`src/rtl/arals_pkg.sv`:
```
// types, constants and tables shared by the servo setpoint generator and its checker
package arals_pkg;

  localparam int AXES       = 6;
  localparam int FRAC_BITS  = 16;
  localparam int VAL_W      = 20;
  localparam int TABLE_AXES = 6;
  localparam int AXIS_W     = 3;
  localparam int FLAG_W     = 3;

  // constants are below 4.0 in magnitude
  localparam int CW = FRAC_BITS + 3;
  localparam int EW = ((VAL_W > CW) ? VAL_W : CW) + 1;
  localparam int WW = EW + 3;
  localparam int AW = (AXES > 1) ? $clog2(AXES) : 1;

  localparam logic [AXIS_W-1:0] AXIS_OFFSET = AXIS_W'(0);
  localparam logic [AXIS_W-1:0] AXIS_NEGATE = AXIS_W'(3);

  localparam int FLAG_ACCEL  = 0;
  localparam int FLAG_SPEED  = 1;
  localparam int FLAG_BORDER = 2;

  typedef logic signed [VAL_W-1:0] val_t;
  typedef logic signed [CW-1:0]    const_t;

  typedef struct packed {
    logic              command;
    logic [AXIS_W-1:0] axis;
    val_t              measured_error;
    val_t              current_position;
  } in_word_t;

  typedef struct packed {
    logic [AXIS_W-1:0] axis_out;
    val_t              setpoint;
    logic [FLAG_W-1:0] limit_flags;
  } out_word_t;

  typedef struct packed {
    val_t sp;
    val_t step;
  } axis_state_t;

  // millionths to fixed point, ties away from zero
  function automatic longint to_q(longint micro);
    longint mag;
    longint r;
    mag = (micro < 0) ? -micro : micro;
    r = ((mag <<< FRAC_BITS) + 64'sd500000) / 64'sd1000000;
    return (micro < 0) ? -r : r;
  endfunction

  localparam const_t OFFSET0_Q = const_t'(to_q(150000));

  localparam const_t GAIN_Q [TABLE_AXES] = '{
    const_t'(to_q(100000)), const_t'(to_q(100000)), const_t'(to_q(50000)),
    const_t'(to_q(50000)),  const_t'(to_q(50000)),  const_t'(to_q(70000))
  };
  localparam const_t UPPER_Q [TABLE_AXES] = '{
    const_t'(to_q(1090000)), const_t'(to_q(150000)),  const_t'(to_q(305000)),
    const_t'(to_q(606000)),  const_t'(to_q(1570000)), const_t'(to_q(3120000))
  };
  localparam const_t LOWER_Q [TABLE_AXES] = '{
    const_t'(to_q(820000)),  const_t'(to_q(-150000)), const_t'(to_q(155000)),
    const_t'(to_q(-606000)), const_t'(to_q(1267000)), const_t'(to_q(1800000))
  };
  localparam const_t SPEED_Q [TABLE_AXES] = '{
    const_t'(to_q(10000)), const_t'(to_q(25000)), const_t'(to_q(10000)),
    const_t'(to_q(20000)), const_t'(to_q(10000)), const_t'(to_q(40000))
  };
  localparam const_t ACCEL_Q [TABLE_AXES] = '{
    const_t'(to_q(2000)),  const_t'(to_q(2000)),  const_t'(to_q(2000)),
    const_t'(to_q(20000)), const_t'(to_q(10000)), const_t'(to_q(10000))
  };

endpackage

```
`src/rtl/axis_rate_accel_limited_servo.sv`:
```
// servo setpoint generator: per-axis state memory with read-modify-write and limiting
//
//   channel | handshake             | word
//   --------+-----------------------+------------
//   in      | in_valid_i/in_stall_o  | in_word_t
//   out     | out_valid_o/out_stall_i| out_word_t
//
// one word per cycle while the output is not stalled; a word passes stage a, stage b and the output register
// stage a: gain multiply and state memory read, stage b: limiting and write back
// a write in stage b to the axis read in the same cycle is forwarded
// reset clears the per-axis valid bits at once; an unwritten axis reads as zero
// a stalled output backs up the stages and then stalls the input
module axis_rate_accel_limited_servo
  import arals_pkg::*;
(
  input  logic      clk_i,
  input  logic      rst_ni,
  input  logic      in_valid_i,
  output logic      in_stall_o,
  input  in_word_t  in_word_i,
  output logic      out_valid_o,
  input  logic      out_stall_i,
  output out_word_t out_word_o
);

  localparam int PW = EW + CW;
  localparam logic signed [PW-1:0] HALF_Q = PW'(64'sd1 <<< (FRAC_BITS - 1));
  localparam logic signed [WW-1:0] VAL_HI = WW'((64'sd1 <<< (VAL_W - 1)) - 64'sd1);
  localparam logic signed [WW-1:0] VAL_LO = WW'(-(64'sd1 <<< (VAL_W - 1)));

  // stage a
  logic     a_vld_q;
  in_word_t a_word_q;
  logic     a_go;
  logic [AXIS_W-1:0] a_tidx;
  logic [AW-1:0]     a_addr;
  logic signed [EW-1:0] a_err;
  logic signed [PW-1:0] a_prod;
  logic signed [PW-1:0] a_rnd;
  logic signed [EW-1:0] a_term;

  // stage b
  logic     b_vld_q;
  in_word_t b_word_q;
  logic signed [EW-1:0] b_term_q;
  logic     b_go;
  logic     b_in_range;
  logic [AXIS_W-1:0] b_tidx;
  logic [AW-1:0]     b_addr;

  // memory
  axis_state_t mem_q [AXES];
  logic [AXES-1:0] mem_vld_q;
  axis_state_t rd_q;
  logic        rd_vld_q;
  axis_state_t fwd_q;
  logic        fwd_hit_q;
  logic        we;
  axis_state_t wdata;

  // limiting
  axis_state_t src;
  logic signed [WW-1:0] prev, pstep, d, d2, d_acc, d_abs, d2_abs, p_abs;
  logic signed [WW-1:0] amax, vmax, lo, up, cand, cand_clamp, cand_sat, step_sat;
  logic [FLAG_W-1:0] flags;

  // output
  logic      out_vld_q;
  out_word_t out_word_q;
  out_word_t res;

  assign b_go       = b_vld_q & (~out_vld_q | ~out_stall_i);
  assign a_go       = ~b_vld_q | b_go;
  assign in_stall_o = a_vld_q & ~a_go;

  // gain term
  always_comb begin
    a_tidx = (a_word_q.axis < AXIS_W'(TABLE_AXES)) ? a_word_q.axis : '0;
    a_addr = a_word_q.axis[AW-1:0];
    a_err  = EW'(a_word_q.measured_error);
    if (a_word_q.axis == AXIS_OFFSET) begin
      a_err = EW'(a_word_q.measured_error) - EW'(OFFSET0_Q);
    end
    a_prod = PW'(a_err) * PW'(GAIN_Q[a_tidx]);
    a_rnd  = (a_prod + HALF_Q) >>> FRAC_BITS;
    a_term = a_rnd[EW-1:0];
  end

  // limit and clamp
  always_comb begin
    b_in_range = (int'(b_word_q.axis) < AXES) && (int'(b_word_q.axis) < TABLE_AXES);
    b_tidx     = b_in_range ? b_word_q.axis : '0;
    b_addr     = b_word_q.axis[AW-1:0];
    if (fwd_hit_q) begin
      src = fwd_q;
    end else if (rd_vld_q) begin
      src = rd_q;
    end else begin
      src = '0;
    end
    if (b_word_q.command) begin
      src.sp   = b_word_q.current_position;
      src.step = '0;
    end
    prev  = WW'(src.sp);
    pstep = WW'(src.step);
    amax  = WW'(ACCEL_Q[b_tidx]);
    vmax  = WW'(SPEED_Q[b_tidx]);
    lo    = WW'(LOWER_Q[b_tidx]);
    up    = WW'(UPPER_Q[b_tidx]);
    flags = '0;

    d = (b_word_q.axis == AXIS_NEGATE) ? -WW'(b_term_q) : WW'(b_term_q);
    d2     = d - pstep;
    d_abs  = (d < 0) ? -d : d;
    d2_abs = (d2 < 0) ? -d2 : d2;
    p_abs  = (pstep < 0) ? -pstep : pstep;
    d_acc  = d;
    if ((d2_abs >= amax) && (d_abs >= p_abs)) begin
      d_acc = (d >= 0) ? pstep + amax : pstep - amax;
      flags[FLAG_ACCEL] = 1'b1;
    end

    cand = prev + d_acc;
    if (d_acc >= vmax) begin
      cand = prev + vmax;
      flags[FLAG_SPEED] = 1'b1;
    end
    if (d_acc <= -vmax) begin
      cand = prev - vmax;
      flags[FLAG_SPEED] = 1'b1;
    end

    cand_clamp = cand;
    if (cand_clamp < lo) begin
      cand_clamp = lo;
      flags[FLAG_BORDER] = 1'b1;
    end
    if (cand_clamp > up) begin
      cand_clamp = up;
      flags[FLAG_BORDER] = 1'b1;
    end
    cand_sat = cand_clamp;
    if (cand_clamp > VAL_HI) begin
      cand_sat = VAL_HI;
      flags[FLAG_BORDER] = 1'b1;
    end
    if (cand_clamp < VAL_LO) begin
      cand_sat = VAL_LO;
      flags[FLAG_BORDER] = 1'b1;
    end

    step_sat = d_acc;
    if (d_acc > VAL_HI) begin
      step_sat = VAL_HI;
    end
    if (d_acc < VAL_LO) begin
      step_sat = VAL_LO;
    end

    wdata.sp   = cand_sat[VAL_W-1:0];
    wdata.step = step_sat[VAL_W-1:0];
    we         = b_go & b_in_range;

    res.axis_out    = b_word_q.axis;
    res.setpoint    = b_in_range ? wdata.sp : '0;
    res.limit_flags = b_in_range ? flags : '0;
  end

  // control
  always_ff @(posedge clk_i or negedge rst_ni) begin
    if (!rst_ni) begin
      a_vld_q   <= 1'b0;
      b_vld_q   <= 1'b0;
      out_vld_q <= 1'b0;
      mem_vld_q <= '0;
    end else begin
      if (in_valid_i && !in_stall_o) begin
        a_vld_q <= 1'b1;
      end else if (a_go) begin
        a_vld_q <= 1'b0;
      end
      if (a_go) begin
        b_vld_q <= a_vld_q;
      end
      if (b_go) begin
        out_vld_q <= 1'b1;
      end else if (!out_stall_i) begin
        out_vld_q <= 1'b0;
      end
      if (we) begin
        mem_vld_q[b_addr] <= 1'b1;
      end
    end
  end

  // payload and memory
  always_ff @(posedge clk_i) begin
    if (in_valid_i && !in_stall_o) begin
      a_word_q <= in_word_i;
    end
    if (a_go && a_vld_q) begin
      b_word_q  <= a_word_q;
      b_term_q  <= a_term;
      rd_q      <= mem_q[a_addr];
      rd_vld_q  <= mem_vld_q[a_addr];
      fwd_hit_q <= we && (b_addr == a_addr);
      fwd_q     <= wdata;
    end
    if (we) begin
      mem_q[b_addr] <= wdata;
    end
    if (b_go) begin
      out_word_q <= res;
    end
  end

  assign out_valid_o = out_vld_q;
  assign out_word_o  = out_word_q;

endmodule

```
`config.mk`:
```
export PLATFORM = sky130hd
export DESIGN_NAME = axis_rate_accel_limited_servo
export DESIGN_NICKNAME = d
export VERILOG_FILES = /design/src/rtl/arals_pkg.sv /design/src/rtl/axis_rate_accel_limited_servo.sv
export SDC_FILE = /design/constraint.sdc
export NUM_CORES = 2
export LEC_CHECK = 0
export ABC_AREA = 0
export BUFFER_PORTS_ARGS = -buffer_cell sky130_fd_sc_hd__clkbuf_2
export CORE_UTILIZATION = 50
export DETAILED_ROUTE_END_ITERATION = 10
export GPL_ROUTABILITY_DRIVEN = 0
export HOLD_SLACK_MARGIN = 0.12
export PLACE_DENSITY_LB_ADDON = 0.05
export SLEW_MARGIN = 20
export SYNTH_ARGS = -nofsm -noshare
export SYNTH_HDL_FRONTEND = slang
export SYNTH_SLANG_ARGS = --single-unit
```
`constraint.sdc`:
```
create_clock -name clk_i -period 22 [get_ports clk_i]
set_input_delay 4.4 -clock clk_i [delete_from_list [all_inputs] [get_ports clk_i]]
set_output_delay 4.4 -clock clk_i [all_outputs]
set_load 0.03 [all_outputs]
```
==> results.md <==
* Status: complete, no violations
* RSZ-0062 raised after global routing: false
* CP most frequent cell: a21oi_1
* CP Class: register to register
* Syn avg cell area at approximately 11 µm²
* Vias per inst at between 5 and 6
* First drt pass iteration count at 5
* Ant. Diodes at 0
* Worst slew pin tran at between 1 and 1.5 ns
* Die X at ~270 µm
* Crit-path max FO at 38
* Drc violations at 0
* Clock-pin slew on the worst setup and hold paths at about 0.060 ns
* First-pass GRT wire length at roughly 150000 µm
* Postcts setup bufs at 0
* CTS sink count at between 400 and 500
* Post-Synthesis Cell Area at between 30000 and 40000 µm²
* Routed Antenna Nets at 0
* Dpl ws at 4.25 ns
* Number of max-cap violations at 0
* Tcrit/Tclk final at about 82%
* CP Data Required Time at roughly 22 ns
* Crit-path slowest cell: a211oi_1
* Commonest cells after routing, fill and taps aside: edfxtp_1, inv_1, ha_1
* WL/cell at ~23 µm
* Prevailing post-synth register cell: edfxtp_1
* Most common cell after layout, fill and taps aside: edfxtp_1
* CTS Hold Bufs at 0
* Largest net degree at the start of global routing at 89
* Root Driver: clkbuf_16
* Max transition margin at around a quarter
* Number of register bits inferred by synthesis at ~450
* CP arrival at around 18 ns
* CTS-repair resized insts at 0
* Die height at between 200 and 300 µm
* CTS buffer count at ~50
* Longest Clk Path Bufs at 3
* Post-Syn Instances at 3330
* Ys async rst share at 2.02%
* Row Count at slightly below 100
* Smallest setup slack after layout at between 3 and 4 ns
* Synth-to-Final Area Change at 9.04%
* # IOs at 76
* Sequential share of the synthesized area at approximately 37%
* Via count of the routed design at between 20000 and 30000
* Crit-path leading delay family: compound AO/OA/AOI/OAI gates
* Initial antenna violation count at 4
* Initial core utilization at between 50 and 60%
* Worst setup EP type: register
* Achievable frequency at ~55 MHz
* Vias in the first global route at 26200
* Post-synth EDFFs at ~440
* Share of cells above drive strength 1 at 9.33%
* CTS tree: built
* Synth warn at 0
* Largest stage delay on the critical path at 0.90 ns
* CP startpoint kind: register
* Die area at 73300 µm²
* Core Area at 71500 µm²
* Clock Skew at 0.0434 ns
* Hold Crit Class: register to register
* Distinct cells, synth at between 100 and 150
* Final hold violation count at 0
* Crit path buffers/inverters at 4
* Final wirelength at 99300 µm
* Grt ovf at 0
* Final #Nets at approximately 4100
* Slew Viols, Final at 0
* DRT iter0 DRCs at between 2000 and 2500
* H-tree levels at 2
* Final Setup Violations at 0
* I/O Buffers at 75
* Setup TNS at 0 ns
* Total GRT Usage at 27.4%
* Fillers at 6179
* Fin crit period at approximately 18 ns
* Clk Latency, worst-skew pair at 0.63 ns
* DP HPWL at roughly 77000 µm
path summary, 6_finish.rpt:
kind / cells past startpoint / slack [ns] / to / startpoint
max: 72 / 3.89 / mem_q[3][22] / b_term_q[9]
min: 0 / 0.42 / b_word_q[6] / a_word_q[6]
max reg2reg: 72 / 3.89 / mem_q[3][22] / b_term_q[9]
min reg2reg: 0 / 0.42 / b_word_q[6] / a_word_q[6]
max in group asynchronous: 1 / 18.15 / mem_vld_q[5] / rst_ni
min in group asynchronous: 1 / 3.64 / mem_vld_q[4] / rst_ni
cell usage after synthesis (59+ instances only):
cell type / count / share of area [%]
edfxtp_1: 437 / 36
inv_1: 383 / 4.0
ha_1: 355 / 12
nand2_1: 245 / 2.5
fa_1: 239 / 13
nor2_1: 229 / 2.4
a21oi_1: 172 / 2.4
o21ai_0: 161 / 2.2
xnor2_1: 124 / 3.0
mux2i_1: 70 / 1.9
nor3_1: 68 / 0.94
clkbuf_1: 66 / 0.69
nand3_1: 59 / 0.82
logic make-up (layout without fill, tap and decap cells):
kind of cell               Yosys count  count (layout)  share of synthesized area (%)
DFF                                446             446                           37.0
buffers and inverters              481             597                           5.10
and+or+nand+nor                    869             869                           11.8
other                                2               6                         0.0208
muxes                              115             115                           4.63
xor gates and xnor gates           180             180                           4.47
AOI/OAI and AO/OA                  643             643                           11.5
adders and majority gates          594             594                           25.5
metal layers:
layer / part of all wire [%] / vias up / track usage [%] / wire length [µm]
met3: 6.2 / 194 / 4.22 / 6150
met5: 0.023 / - / 0 / 23
li1: - / 12000 / - / -
met2: 45 / 824 / 42.4 / 44300
met1: 46 / 12800 / 39.3 / 45200
met4: 3.6 / 4 / 9.52 / 3620
flip-flops by register name, summed over array words and instances (netlist names), 3 cells and up:
signal / cells
b_term_q: 21
b_word_q: 21
mem_vld_q: 6
mem_q: 240
out_word_o: 26
rd_q: 40
a_word_q: 41
a_addr: 3
fwd_q: 40
b_addr: 3
final cells by class:
class | instances | area (µm²) | area share, %
inverters | 386 | 1450 | 3.68
repair buffers | 121 | 733 | 1.86
well taps | 950 | 1190 | 3.02
flip-flops and latches | 446 | 13300 | 33.9
multi-input cells | 2407 | 21000 | 53.3
clock inverters | 28 | 352 | 0.893
clock buffers | 62 | 1330 | 3.36
worst reg2reg max path: cells and delay by family (launching register included):
| kind | cells | cell delay (ns) |
|---|---|---|
| fa+ha+maj | 5 | 1.86 |
| mux | 1 | 0.07 |
| xor+xnor | 3 | 0.75 |
| buf+inv | 4 | 0.79 |
| compound gates | 36 | 8.54 |
| flops | 1 | 0.45 |
| simple gates | 23 | 5.19 |
metrics by stage:
stage               hold slack (ns)  cells  instance area [µm²]  util [%]
detailed placement            0.407   4310                37700      52.7
global route                  0.432   4400                39400      55.1
global placement              0.403   4310                37700      52.7
floorplan                     0.400   3334                36100         -
CTS                           0.425   4400                39400      55.1
finish                        0.422   4400                39400      55.1
Power is left out: the tool's default activity adds up to more than one toggle a clock period on the data nets, which glitch-free logic cannot reach.
